File: config.mk
export PLATFORM = sky130hd
export DESIGN_NAME = bu2x_emit
export DESIGN_NICKNAME = d
export VERILOG_FILES = /design/src/rtl/bu2x_pkg.sv /design/src/rtl/bu2x_emit.sv
export VERILOG_INCLUDE_DIRS = /design/src /design/src/rtl
export SDC_FILE = /design/constraint.sdc
export NUM_CORES = 1
export LEC_CHECK = 0
export BUFFER_PORTS_ARGS = -buffer_cell sky130_fd_sc_hd__buf_2
export CORE_UTILIZATION = 50
export CTS_BUF_LIST = sky130_fd_sc_hd__clkbuf_2 sky130_fd_sc_hd__clkbuf_4 sky130_fd_sc_hd__clkbuf_8
export DETAILED_ROUTE_END_ITERATION = 7
export PLACE_DENSITY_LB_ADDON = 0.05
export SETUP_SLACK_MARGIN = 0.4
export SLEW_MARGIN = 0
export SYNTH_ARGS = -nofsm -noshare
export SYNTH_HDL_FRONTEND = slang
export SYNTH_SLANG_ARGS = --single-unit
File: constraint.sdc
create_clock -name clock -period 4.6 [get_ports clock]
set_input_delay 0.23 -clock clock [delete_from_list [all_inputs] [get_ports clock]]
set_output_delay 0.23 -clock clock [all_outputs]
set_load 0.05 [all_outputs]
File: src/rtl/bilinear_upscale_2x_wrap_macros.svh
// assertion macros used by the upscaler result sequencer
`ifndef BILINEAR_UPSCALE_2X_WRAP_MACROS_SVH
`define BILINEAR_UPSCALE_2X_WRAP_MACROS_SVH

// same-cycle implication
`define BU2X_ASSERT_IMP(lbl, clk, rst, ante, cons) \
   lbl: assert property (@(posedge clk) disable iff (rst) (ante) |-> (cons)) \
      else $error("bu2x same-cycle check failed");

// next-cycle implication
`define BU2X_ASSERT_NXT(lbl, clk, rst, ante, cons) \
   lbl: assert property (@(posedge clk) disable iff (rst) (ante) |=> (cons)) \
      else $error("bu2x next-cycle check failed");

`endif

File: src/rtl/bu2x_pkg.sv
// types and constants of the bilinear 2x upscaler
`timescale 1ns / 1ps
package bu2x_pkg;
   localparam int CHANNEL_BITS   = 8;
   localparam int OUT_BITS       = CHANNEL_BITS + 2;
   localparam int COORD_BITS     = 11;
   localparam int CSR_DATA_BITS  = 11;
   localparam int CSR_INDEX_BITS = 1;

   localparam logic [CSR_INDEX_BITS-1:0] CSR_IMAGE_WIDTH  = 1'd0;
   localparam logic [CSR_INDEX_BITS-1:0] CSR_IMAGE_HEIGHT = 1'd1;

   typedef struct packed {
      logic [CHANNEL_BITS-1:0] red;
      logic [CHANNEL_BITS-1:0] green;
      logic [CHANNEL_BITS-1:0] blue;
   } pix_type;

   localparam int PIX_BITS = $bits(pix_type);

   typedef struct packed {
      logic [CHANNEL_BITS-1:0] red_in;
      logic [CHANNEL_BITS-1:0] green_in;
      logic [CHANNEL_BITS-1:0] blue_in;
   } req_type;

   typedef struct packed {
      logic [COORD_BITS-1:0] out_row;
      logic [COORD_BITS-1:0] out_col;
      logic [OUT_BITS-1:0]   red_out;
      logic [OUT_BITS-1:0]   green_out;
      logic [OUT_BITS-1:0]   blue_out;
      logic                  run_end;
   } rsp_type;

   // one 2x2 output block: even row/col of its top-left result and its sources
   typedef struct packed {
      logic [COORD_BITS-1:0] row;
      logic [COORD_BITS-1:0] col;
      pix_type               a;
      pix_type               b;
      pix_type               d;
      pix_type               e;
   } block_type;
endpackage

File: src/rtl/bu2x_emit.sv
// result sequencer: walks up to four 2x2 blocks, one result per cycle while rsp_ready is high
`timescale 1ns / 1ps
module bu2x_emit (
   input  logic                clock,
   input  logic                reset,
   input  logic                load,
   input  logic [3:0]          load_mask,
   input  bu2x_pkg::block_type load_blocks [4],
   output logic                free,
   output logic                rsp_valid,
   input  logic                rsp_ready,
   output bu2x_pkg::rsp_type   rsp_data
);
   import bu2x_pkg::*;

   logic [3:0] mask_ff, mask_in;
   logic [1:0] quarter_ff, quarter_in;
   block_type  blocks_ff [4];
   block_type  cur_blk;
   logic [3:0] cur_bit;
   logic       fire;
   logic       last;

   function automatic logic [OUT_BITS-1:0] mix(input logic [1:0] q,
      input logic [CHANNEL_BITS-1:0] a, input logic [CHANNEL_BITS-1:0] b,
      input logic [CHANNEL_BITS-1:0] d, input logic [CHANNEL_BITS-1:0] e);
      logic [OUT_BITS-1:0] r;
      unique case (q)
         2'd0:    r = {a, 2'b00};
         2'd1:    r = {OUT_BITS'({1'b0, a} + {1'b0, b})} << 1;
         2'd2:    r = {OUT_BITS'({1'b0, a} + {1'b0, d})} << 1;
         default: r = OUT_BITS'(a) + OUT_BITS'(b) + OUT_BITS'(d) + OUT_BITS'(e);
      endcase
      return r;
   endfunction

   // lowest pending block goes first
   assign cur_bit = mask_ff & (~mask_ff + 4'd1);

   always_comb begin
      cur_blk = blocks_ff[0];
      priority if (cur_bit[0]) cur_blk = blocks_ff[0];
      else if (cur_bit[1])     cur_blk = blocks_ff[1];
      else if (cur_bit[2])     cur_blk = blocks_ff[2];
      else                     cur_blk = blocks_ff[3];
   end

   assign rsp_valid = (mask_ff != 4'd0);
   assign fire      = rsp_valid && rsp_ready;
   assign last      = (quarter_ff == 2'd3) && ((mask_ff & ~cur_bit) == 4'd0);
   assign free      = !rsp_valid || (fire && last);

   always_comb begin
      rsp_data.out_row   = cur_blk.row | COORD_BITS'(quarter_ff[1]);
      rsp_data.out_col   = cur_blk.col | COORD_BITS'(quarter_ff[0]);
      rsp_data.red_out   = mix(quarter_ff, cur_blk.a.red, cur_blk.b.red,
                               cur_blk.d.red, cur_blk.e.red);
      rsp_data.green_out = mix(quarter_ff, cur_blk.a.green, cur_blk.b.green,
                               cur_blk.d.green, cur_blk.e.green);
      rsp_data.blue_out  = mix(quarter_ff, cur_blk.a.blue, cur_blk.b.blue,
                               cur_blk.d.blue, cur_blk.e.blue);
      rsp_data.run_end   = last;
   end

   always_comb begin
      mask_in    = mask_ff;
      quarter_in = quarter_ff;
      if (load) begin
         mask_in    = load_mask;
         quarter_in = 2'd0;
      end else if (fire) begin
         quarter_in = quarter_ff + 2'd1;
         if (quarter_ff == 2'd3) begin
            mask_in = mask_ff & ~cur_bit;
         end
      end
   end

   always_ff @(posedge clock) begin
      if (reset) begin
         mask_ff    <= 4'd0;
         quarter_ff <= 2'd0;
      end else begin
         mask_ff    <= mask_in;
         quarter_ff <= quarter_in;
      end
   end

   always_ff @(posedge clock) begin
      if (load) begin
         blocks_ff <= load_blocks;
      end
   end

   `include "bilinear_upscale_2x_wrap_macros.svh"
   `BU2X_ASSERT_IMP(a_load_when_free, clock, reset, load, free)
   `BU2X_ASSERT_NXT(a_quiet_after_end, clock, reset, fire && last && !load, !rsp_valid)
   `BU2X_ASSERT_NXT(a_quarter_wraps, clock, reset, fire && !load && quarter_ff == 2'd3, quarter_ff == 2'd0)
   `BU2X_ASSERT_IMP(a_end_on_last_quarter, clock, reset, rsp_valid && rsp_data.run_end, quarter_ff == 2'd3)
endmodule
==> summary.txt <==
GRT
  • Gr ovfl total: 0
  • Gr usage total: 0.355
  • Grt met3 use: 0.0720
  • Grt met2 use: 0.607
  • Met1 track demand over resource: 0.439
  • Initial antenna violation count: 3
  • Grt peak-use layer: met2
  • Vias in the first global route: 19,600
  • Largest net degree at the start of global routing: 134
  • First-pass GRT wire length: 115,000 um

Flow run
  • Max-Cap Viols: 0

Final layout
  • Layout fillers: 2,216
  • Layout Nets: 3,317
  • Area Growth Syn to Fin: 61.4%
  • Share of layout cells above drive strength 1: 0.393

Yosys
  • Synthesized Nets: 2,101
  • Mean Syn Cell Area: 14.2 sq um
  • Post-Syn Area: 21,400 sq um
  • Yosys reg bits: 478
  • Yosys warning total: 0
  • Mapped Cells: 1,512
  • Largest area contributor in the netlist: edfxtp_1
  • Cell with the most instances after synthesis: edfxtp_1
  • Commonest cells in the netlist: edfxtp_1, a22oi_1, inv_1, o21ai_0, a21oi_1
  • Most used DFF post-synth: edfxtp_1
  • Sequential area share after synthesis: 0.667
  • Post-synth EDFFs: 472
  • Yosys cell types: 62
  • Synth top area share: 0.661
  • Top post-synthesis cells by area: edfxtp_1, ha_1, a22oi_1
  • Synth async-reset ratio: 0

STA
  • Slew @ Worst Pin: 1.08 ns
  • Rel. slew slack: 0.282
  • Hold Slack: 0.190 ns
  • RSZ-0062 raised after global routing: true
  • Crit path time final: 5.06 ns
  • Clk_skew: 0.00856 ns
  • Final count of hold timing violations: 0
  • Max Slew Vio Count: 0
  • Final setup fails: 18
  • Fmax: 198 MHz
  • Crit share post-route: 1.10
  • Setup ws final: -0.456 ns

Place
  • Hpwl dp: 47,100 um
  • Post-place setup slack: -0.213 ns
  • PortBufs: 534
  • Gpl congestion: 0.901

Critical path
  • Critical Path AT: 4.83 ns
  • Critical Path Max Stage Delay: 0.53 ns
  • Worst-path fanout max: 8
  • WP buf/inv: 8
  • CP required: 4.37 ns
  • CP top delay family: compound AO/OA/AOI/OAI gates
  • CP Capture Type: output port
  • Crit start category: flop
  • Critical path type: flop to output port
  • Most frequent CP cell: buf_4
  • Slowest CP cell: fa_1
  • CP Cell Sequence: clkinv_8 > bufbuf_16 > buf_4 > o22ai_1 > a21oi_1 > buf_4 > ha_4 > o21a_1 > o31a_1 > buf_4 > a21oi_4 > inv_2 > fa_1 > inv_1 > ha_4 > o21a_1 > o21ai_2 > a21oi_2 > xnor2_2 > a32oi_4 > buf_12

Routing
  • Vias per cell: 5.62
  • Post-route ant nets: 0
  • Vias: 18,700
  • Initial drt markers: 1,708
  • 1st-pass router iterations: 6
  • Routed wire length: 79,600 um
  • WL/cell: 23.9 um
  • DRC Markers: 0

Floorplan
  • Height of the die: 209 um
  • Row count: 75
  • Core Area: 42,100 sq um
  • Initial cell density of the core: 0.509
  • # IOs: 535
  • Die ar.: 43,700 sq um
  • Die Wd: 209 um

Power
  • Power share of the sequential group: 0.341
  • Pwr Density: 449 nW/um^2
  • Switching share of total power: 0.330
  • Clk network pwr share: 0.251
  • Total power: 0.0155 W
  • Leakage: 13.9 nW
  • Net Switching: 0.00513 W
  • Combinational fraction of design power: 0.407
  • Max VDD drop: 0.000359 V
  • P_int: 0.0104 W

CTS
  • CTS buffer count: 79
  • H-tree depth: 3
  • Max Buffers Root-to-Sink: 3
  • CTS Root Cell: clkbuf_8
  • Clock insertion delay at the later pin of the skew report: 0.66 ns
  • Reg clk slew, reported paths: 0.06 ns
  • Clock Sinks: 478
  • CTS tree: yes

Outcome
  • Status: finished, violations left
  • Failing checks: negative setup slack

Worst hold path
  • Hold crit path type: primary input to flop
==> worst register-to-register path, cell delays in order (launching register included) <==
cell and delay, ns:
dfxtp_1 0.41, ha_2 0.80, nand2_1 0.25, o31ai_1 0.26, nor2_1 0.06, a21oi_1 0.15, nor2_1 0.06, dlygate4sd3_1 0.55
==> layer usage <==
layer,vias to the layer above,wire length (um),share of wire
met2,1091,40000,0.50
li1,8355,-,-
met1,9086,30000,0.38
met3,202,6490,0.081
met4,0,3180,0.040
met5,-,0,0
==> kinds of logic after synthesis <==
kind of cell    Yosys count  share of synthesized area
compound gates          531                      0.167
flops                   478                      0.667
buf+inv                 175                     0.0344
simple gates            175                     0.0391
fa+ha+maj               109                     0.0751
xor+xnor                 42                     0.0172
mux                       2                   0.000934
==> flip-flops by register name, summed over array words and instances (netlist names) <==
signal and flops:
blocks_ff 472, mask_ff 4, quarter_ff 2
==> cell type report <==
cell class / instances / area [sq um] / share of cell area
inverter: 94 / 373 / 0.0108
clock buffer: 93 / 1200 / 0.0348
antenna: 3 / 7.51 / 0.000217
sequential: 478 / 14300 / 0.413
timing repair buffer: 1214 / 9820 / 0.284
multi-input combinational: 860 / 7810 / 0.226
timing repair inverter: 1 / 6.26 / 0.000181
clock inverter: 52 / 398 / 0.0115
tap: 539 / 674 / 0.0195
==> final timing paths <==
check	startpoint	slack, ns	end	cells past startpoint
worst min register to register	quarter_ff[1]$_SDFFE_PP0P_	0.60	quarter_ff[1]$_SDFFE_PP0P_	2
worst max register to register	quarter_ff[1]$_SDFFE_PP0P_	1.96	mask_ff[2]$_SDFFE_PP0P_	7
worst max-delay path	mask_ff[0]$_SDFFE_PP0P_	-0.46	rsp_data[28]	21
worst min-delay path	load	0.19	blocks_ff[217]$_DFFE_PP_	1
==> per-stage QoR <==
step | std cells | cell area [sq um] | TNS, ns | util
3_3_place_gp | 2642 | 26400 | -0.717 | 0.626
6_report | 3334 | 34600 | -5.65 | 0.821
4_1_cts | 3315 | 34000 | -5.70 | 0.808
5_1_grt | 3334 | 34600 | -8.58 | 0.821
3_5_place_dp | 2642 | 26400 | -0.911 | 0.626
2_1_floorplan | 1512 | 21900 | 0 | -
==> power groups by stage <==
| stage | clock [W] | sequential (W) | combinational (W) |
|---|---|---|---|
| 2_1_floorplan | 0 | 0.00533 | 0.00294 |
| 3_3_place_gp | 0 | 0.00535 | 0.00455 |
| 3_5_place_dp | 0 | 0.00537 | 0.00461 |
| 4_1_cts | 0.00388 | 0.00528 | 0.00580 |
| 5_1_grt | 0.00412 | 0.00533 | 0.00677 |
| 6_report | 0.00391 | 0.00530 | 0.00633 |
==> layout by cell type, fill, tap and decap left out, drive strengths merged, types with 76 or more instances in the layout <==
cell type	netlist	final
a21oi	84	84
a22oi	104	104
buf	41	727
clkbuf	40	94
dlygate4sd3	0	482
edfxtp	472	472
ha	76	76
inv	94	95
o21ai	100	100
o22ai	78	78
==> what timing repair did <==
| item | in CTS | in global routing |
|---|---|---|
| buffers inserted | 40 | 15 |
| endpoints found under the setup margin | 27 | 25 |
| cloned | 6 | 1 |
| pin swaps | 97 | 52 |
| hold endpoints to repair | 478 | 0 |
| gates resized for setup | 166 | 83 |
| hold buffers | 482 | 0 |
(Power assumes the default switching activity.)
